==> src/rtl/core/tiled_worley_cell_distance_3d_unit_assert.svh <==
// assertion macros used by the rtl of the tiled worley distance unit
`ifndef TILED_WORLEY_CELL_DISTANCE_3D_UNIT_ASSERT_SVH
`define TILED_WORLEY_CELL_DISTANCE_3D_UNIT_ASSERT_SVH

// condition holds at every edge out of reset
`define TWCD_ASSERT_NOW(lbl, cond, msg) \
    lbl: assert property (@(posedge i_clk) disable iff (!i_rst_n) (cond)) else $error(msg);

// antecedent implies consequent in the same cycle
`define TWCD_ASSERT_IMP(lbl, pre, post, msg) \
    lbl: assert property (@(posedge i_clk) disable iff (!i_rst_n) (pre) |-> (post)) else $error(msg);

// antecedent implies consequent in the next cycle
`define TWCD_ASSERT_NXT(lbl, pre, post, msg) \
    lbl: assert property (@(posedge i_clk) disable iff (!i_rst_n) (pre) |=> (post)) else $error(msg);

`endif

==> src/rtl/core/twcd_pkg.sv <==
// shared constants and helpers of the tiled worley distance unit
`timescale 1ns / 1ps
package twcd_pkg;

    localparam int FRAC_BITS_DEF = 16;
    localparam int COORD_W       = 32;
    localparam int PERIOD_W      = 16;
    localparam int SEED_W        = 32;
    localparam int DIST_W        = 17;
    localparam int OFFSET_BITS   = 10;
    localparam int NUM_NB        = 27;
    localparam int TREE_LVLS     = 5;
    localparam int QUEUE_DEPTH   = 4;
    localparam int APB_DW        = 32;
    localparam int APB_AW        = 3;

    localparam logic [31:0] HASH_MUL_X = 32'd374761393;
    localparam logic [31:0] HASH_MUL_Y = 32'd668265263;
    localparam logic [31:0] HASH_MUL_Z = 32'd2654435761;
    localparam logic [31:0] HASH_MIX   = 32'd1274126177;

    localparam logic [PERIOD_W-1:0] PERIOD_RESET = 16'd16;
    localparam logic [SEED_W-1:0]   SEED_RESET   = 32'd0;
    localparam logic [DIST_W-1:0]   OUT_MAX      = 17'd131071;

    localparam logic REG_TILE_PERIOD = 1'b0;
    localparam logic REG_HASH_SEED   = 1'b1;

    // entries left at a given level of the min tree
    function automatic int lvl_size(input int lvl);
        return (NUM_NB + (1 << lvl) - 1) >> lvl;
    endfunction

endpackage

==> src/rtl/core/twcd_queue.sv <==
// small register queue used between the pipeline parts and at the output
`timescale 1ns / 1ps
`include "tiled_worley_cell_distance_3d_unit_assert.svh"
module twcd_queue #(
    parameter int WIDTH = 32,
    parameter int DEPTH = twcd_pkg::QUEUE_DEPTH
) (
    input  logic             i_clk,
    input  logic             i_rst_n,
    input  logic             i_push,
    input  logic [WIDTH-1:0] i_data,
    input  logic             i_pop,
    output logic [WIDTH-1:0] o_data,
    output logic             o_full,
    output logic             o_empty
);
    localparam int PW = (DEPTH > 1) ? $clog2(DEPTH) : 1;
    localparam int CW = $clog2(DEPTH + 1);

    logic [WIDTH-1:0] r_mem [0:DEPTH-1];
    logic [PW-1:0]    r_wp;
    logic [PW-1:0]    r_rp;
    logic [CW-1:0]    r_count;
    logic [CW-1:0]    n_count;

    always_comb begin
        n_count = r_count;
        if (i_push && !i_pop) begin
            n_count = r_count + 1'b1;
        end else if (i_pop && !i_push) begin
            n_count = r_count - 1'b1;
        end
    end

    always_ff @(posedge i_clk) begin
        if (!i_rst_n) begin
            r_wp    <= '0;
            r_rp    <= '0;
            r_count <= '0;
        end else begin
            if (i_push) begin
                r_wp <= (r_wp == PW'(DEPTH - 1)) ? '0 : r_wp + 1'b1;
            end
            if (i_pop) begin
                r_rp <= (r_rp == PW'(DEPTH - 1)) ? '0 : r_rp + 1'b1;
            end
            r_count <= n_count;
        end
    end

    always_ff @(posedge i_clk) begin
        if (i_push) begin
            r_mem[r_wp] <= i_data;
        end
    end

    assign o_data  = r_mem[r_rp];
    assign o_full  = (r_count == CW'(DEPTH));
    assign o_empty = (r_count == '0);

    `TWCD_ASSERT_NOW(a_count_bound, r_count <= CW'(DEPTH), "queue count above depth")
    `TWCD_ASSERT_IMP(a_no_overflow, i_push, !o_full || i_pop, "push into full queue")
    `TWCD_ASSERT_IMP(a_no_underflow, i_pop, !o_empty, "pop from empty queue")
    `TWCD_ASSERT_NXT(a_count_up, i_push && !i_pop, r_count == $past(r_count) + 1'b1, "count did not rise")
endmodule

==> config.mk <==
export PLATFORM = sky130hd
export DESIGN_NAME = twcd_queue
export DESIGN_NICKNAME = d
export VERILOG_FILES = /design/src/rtl/core/twcd_pkg.sv /design/src/rtl/core/twcd_queue.sv
export VERILOG_INCLUDE_DIRS = /design/src /design/src/rtl/core
export SDC_FILE = /design/constraint.sdc
export NUM_CORES = 1
export LEC_CHECK = 0
export BUFFER_PORTS_ARGS = -buffer_cell sky130_fd_sc_hd__buf_4
export CORE_UTILIZATION = 35
export CTS_BUF_LIST = sky130_fd_sc_hd__clkbuf_16
export DETAILED_ROUTE_END_ITERATION = 8
export HOLD_SLACK_MARGIN = 0.15
export SYNTH_ARGS = -nofsm -noshare
export SYNTH_HDL_FRONTEND = slang
export SYNTH_SLANG_ARGS = --single-unit
==> constraint.sdc <==
create_clock -name i_clk -period 1.9 [get_ports i_clk]
set_input_delay 0 -clock i_clk [delete_from_list [all_inputs] [get_ports i_clk]]
set_output_delay 0 -clock i_clk [all_outputs]
set_load 0.01 [all_outputs]
# ---- After elaboration in Yosys (flattened, before gate mapping)
# Memories as Yosys holds them, arrays and structs flattened. A register that Yosys moved wholly into a read port is not among the register bits.
# Index checks and enable logic that the tools add are counted.
# Widths: inputs -> output; s select.
dict set report word_totals {
  memories 1
  input_bits 36
  ramBits 128
  register_bits 7
  wordCells 25
}
dict set report op_classes {
  reduce_logical 6
  add_sub_neg 4
  eq_ne 3
  muxes 8
}
# memory words width read_ports rd_clocked_by_memory_dff write_ports line_no
set mem_list {}
lappend mem_list {r_mem 4 32 1 1 1 twcd_queue.sv:20} ;# logic [WIDTH-1:0] r_mem [0:DEPTH-1];
# cell count
set ops {}
lappend ops {{$mux 2} 4}
lappend ops {{$mux 3} 2}
lappend ops {{$add 2x1->2 const B} 2}
lappend ops {{$eq 2x2->1 const B} 2}
lappend ops {{$add 3x1->3 const B} 1}
lappend ops {{$eq 3x3->1 const B} 1}
lappend ops {{$logic_not 3->1} 1}
lappend ops {{$sub 3x1->3 const B} 1}
lappend ops {{$logic_and 1x1->1} 2}
lappend ops {{$logic_not 1->1} 2}
lappend ops {{$mux 1} 2}
lappend ops {{$reduce_bool 2->1} 1}

# ---- Depth between registers and ports, before layout
dict set report logic_depth {
  word_depth 4
  depth_mapped 7
  depth_no_buf 7
}

# ---- Worst setup path before layout
# Ideal clock, no wire load.
dict set report synth_timing {
  kind {register -> register}
  from {register r_wp[0]}
  to {memory r_mem[3][0], enable pin}
  setup_time_ns 0.392
  arrival_ns 1.341
  synth_period_minus_slack_ns 1.733
  setup_slack_ns 0.167
  required_time_ns 1.508
  path_buffers 0
  path_stages_with_launch 3
  cell_sequence {dfxtp_1 -> ha_1 -> and2_1}
}
# element line_no
set synth_lines {}
lappend synth_lines {{from (decl)} twcd_queue.sv:21} ;# logic [PW-1:0] r_wp;
lappend synth_lines {{from (signal assigned)} twcd_queue.sv:42} ;# r_wp <= (r_wp == PW'(DEPTH - 1)) ? '0 : r_wp + 1'b1;
lappend synth_lines {{to (decl)} twcd_queue.sv:20}
# No word-level cell before the write port.

==> reports/qor.yml <==
clock_latency_ns: 0.41
root_buffer: "clkbuf_16"
final_antenna_net_count: 0
crit_chain: "buf_6 -> mux4_1 -> buf_4"
cts_buffers: 17
fin_hold_ws_ns: 0.322
rr_startpoint: "r_wp[0]"
post_drt_via_cell_ratio: 4.65
grt_overflow: 0
vias: 2463
ys_seq_elements: 137
grt.busiest_layer: "met2"
first_pass_iters: 4
postSynthCellCount: 211
synthAdderAreaFrac: 0.0186
initialDrtViolationCount: 145
synth_compound_area_frac: 0.00391
muxShareOfSynthArea: 0.150
crit_family: "multiplexers"
min_to: "r_mem[2][14]"
grt_usage: 0.132
grt_use_met2: 0.211
rows: 43
synthDistinctLibCells: 22
synth-edff-count: 128
p_per_area_nw_per_um2: 1090
gp_congestion: 0.686
yosysMostFrequentCell: "edfxtp_1"
r2r_end: "r_mem[0][1]"
fp.dieH_um: 123
wl_per_cell_um: 16.8
syn_area_um2: 5120
core_um2: 14100
worstHoldPathCells: 2
skew_ns: 0.00375
rsz0062_at_grt: "false"
dp_hpwl_um: 5400
synth-xor-area-share: 0.00342
holdCritPathClass: "in2reg"
slowest_stage: "mux4_1"
synthSimpleGateAreaFrac: 0.0176
grt_pass1_wl_um: 13700
peakVddDrop_v: 0.000498
crit_arrival_ns: 1.80
crit_buf_inv: 2
ys_seq_area_frac: 0.787
end_kind: "primary output"
netlist_top_cells_count: "edfxtp_1 (128), mux4_2 (30), dfxtp_1 (9)"
path_max_fanout: 15
io_buffers: 69
dp.cells: 462
tightest_slew_ns: 0.867
fin_cells: 530
yosys.area.top_type: "edfxtp_1"
finalSetupViolCount: 0
slew_headroom: 0.422
antenna_found_initial: 0
cts_setup_buffers: 0
grt_util_met3: 0.0484
ys_top_cells_by_area: "edfxtp_1 (75%), mux4_2 (13%), dfxtp_1 (3.5%)"
avgSynthCellArea_um2: 24.2
start_util: 0.363
r2r_cells: 3
setup_tns_ns: 0
drive_gt1_frac: 0.409
finalNetCount: 380
synth_top_family_by_area: "multiplexers"
drv_slew: 0
cts_tree: "built"
synthFlopType: "edfxtp_1"
period_share: 0.945
dieArea_um2: 15100
rrSetupSlack_ns: 0.23
fillers: 1186
grt_max_degree: 33
wl_um: 8910
max_freq_ghz: 0.557
antennaDiodeCount: 0
area_growth_pct: 33.6
cts.sinks: 137
synthArstFlopShare: 0
p_leak_nw: 2.40
mappedNetlistNets: 254
grt_use_met1: 0.158
die_w_um: 123
min_from: "i_data[14]"
hold_violations: 0
path_class: "reg2out"
post-route-drc-count: 0
grt_pass1_vias: 2575
required_ns: 1.90
maxCapViolations: 0
ioPinCount: 70
cp_slowest_stage_delay_ns: 0.61
outcome: "finished clean"
cts.clk_slew.worst_paths_ns: 0.06
ys_warn_count: 0
crit_path_start_kind: "flip-flop"
cts_max_level: 4
fin_crit_ns: 1.80
synth_top_area_frac: 0.751
cts_buffer_depth: 2
[flip-flops by register name, indices dropped and copies added, names as in the netlist, named ones only]
register,cells
r_rp,2
r_wp,2
r_count,3
r_mem,128
[kinds of logic after synthesis]
kind of cell	count (synthesis)
muxes	36
AOI/OAI and AO/OA	3
xor gates and xnor gates	2
DFF	137
buffers and inverters	11
adders and majority gates	7
and+or+nand+nor	15
[worst max path at each step]
| stage | startpoint | to | slack (ns) | cells after the start |
|---|---|---|---|---|
| after detailed placement | r_wp[0] | r_mem[0][1] | 0.18 | 3 |
| after floorplan | r_wp[0] | r_mem[3][0] | 0.17 | 2 |
| after CTS | flip-flop | o_data[13] | 0.05 | 3 |
| after global routing | flip-flop | o_data[13] | 0.01 | 3 |
| final | flip-flop | o_data[13] | 0.10 | 3 |
| after global placement | r_wp[0] | r_mem[0][0] | 0.20 | 3 |
[metrics by stage]
step / worst slack, ns / util / area (µm²) / total power, mW
6_report: 0.104 / 0.485 / 6830 / 7.45
5_1_grt: 0.0129 / 0.485 / 6830 / 7.71
4_1_cts: 0.0519 / 0.485 / 6830 / 7.53
3_5_place_dp: 0.185 / 0.418 / 5890 / 4.26
3_3_place_gp: 0.197 / 0.418 / 5890 / 4.25
2_1_floorplan: 0.167 / - / 5120 / 3.92
[layer usage]
layer	part of all wire	up-vias
met5	0	-
met4	0.019	0
met3	0.047	14
met2	0.49	61
met1	0.44	1252
li1	-	1136
[final cells by class]
type                       instances  area, µm²  area share
clock inverter                    15        159      0.0233
timing repair buffer             114        987       0.144
sequential                       137       4030       0.589
inverter                           4       15.0     0.00220
tap                              180        225      0.0330
multi-input combinational         63        996       0.146
clock buffer                      17        425      0.0622
[power by group]
| group | internal (mW) | switching, mW | leakage (nW) |
|---|---|---|---|
| Combinational | 0.407 | 0.325 | 0.863 |
| Clock | 2.03 | 1.17 | 0.285 |
| Sequential | 3.45 | 0.0523 | 1.25 |
| Total | 5.90 | 1.55 | 2.40 |
[layout by cell type (no fill, tap or decap)]
cell type,count
fa_1,1
nor2_1,1
dlygate4sd3_1,36
buf_6,1
and2_1,1
mux2i_1,4
clkinv_2,5
buf_4,74
clkbuf_16,17
buf_12,3
clkinvlp_4,2
dfxtp_2,2
a21boi_0,1
and2_2,4
nor3_1,2
ha_1,6
o21a_1,1
xnor2_1,1
nor3b_1,1
nor2b_1,5
or3_1,1
inv_1,4
bufinv_16,3
dfxtp_1,7
mux4_2,30
edfxtp_1,128
xor2_1,1
clkinv_4,2
o21ai_0,1
mux4_1,2
clkinv_1,3
[repair_timing]
item | 4_1_cts | 5_1_grt
hold endpoints to repair | 137 | 0
hold buffers | 36 | 0
resized for setup | 1 | 0
setup endpoints to repair | 1 | 0
Power figures use the tool's default switching activity.
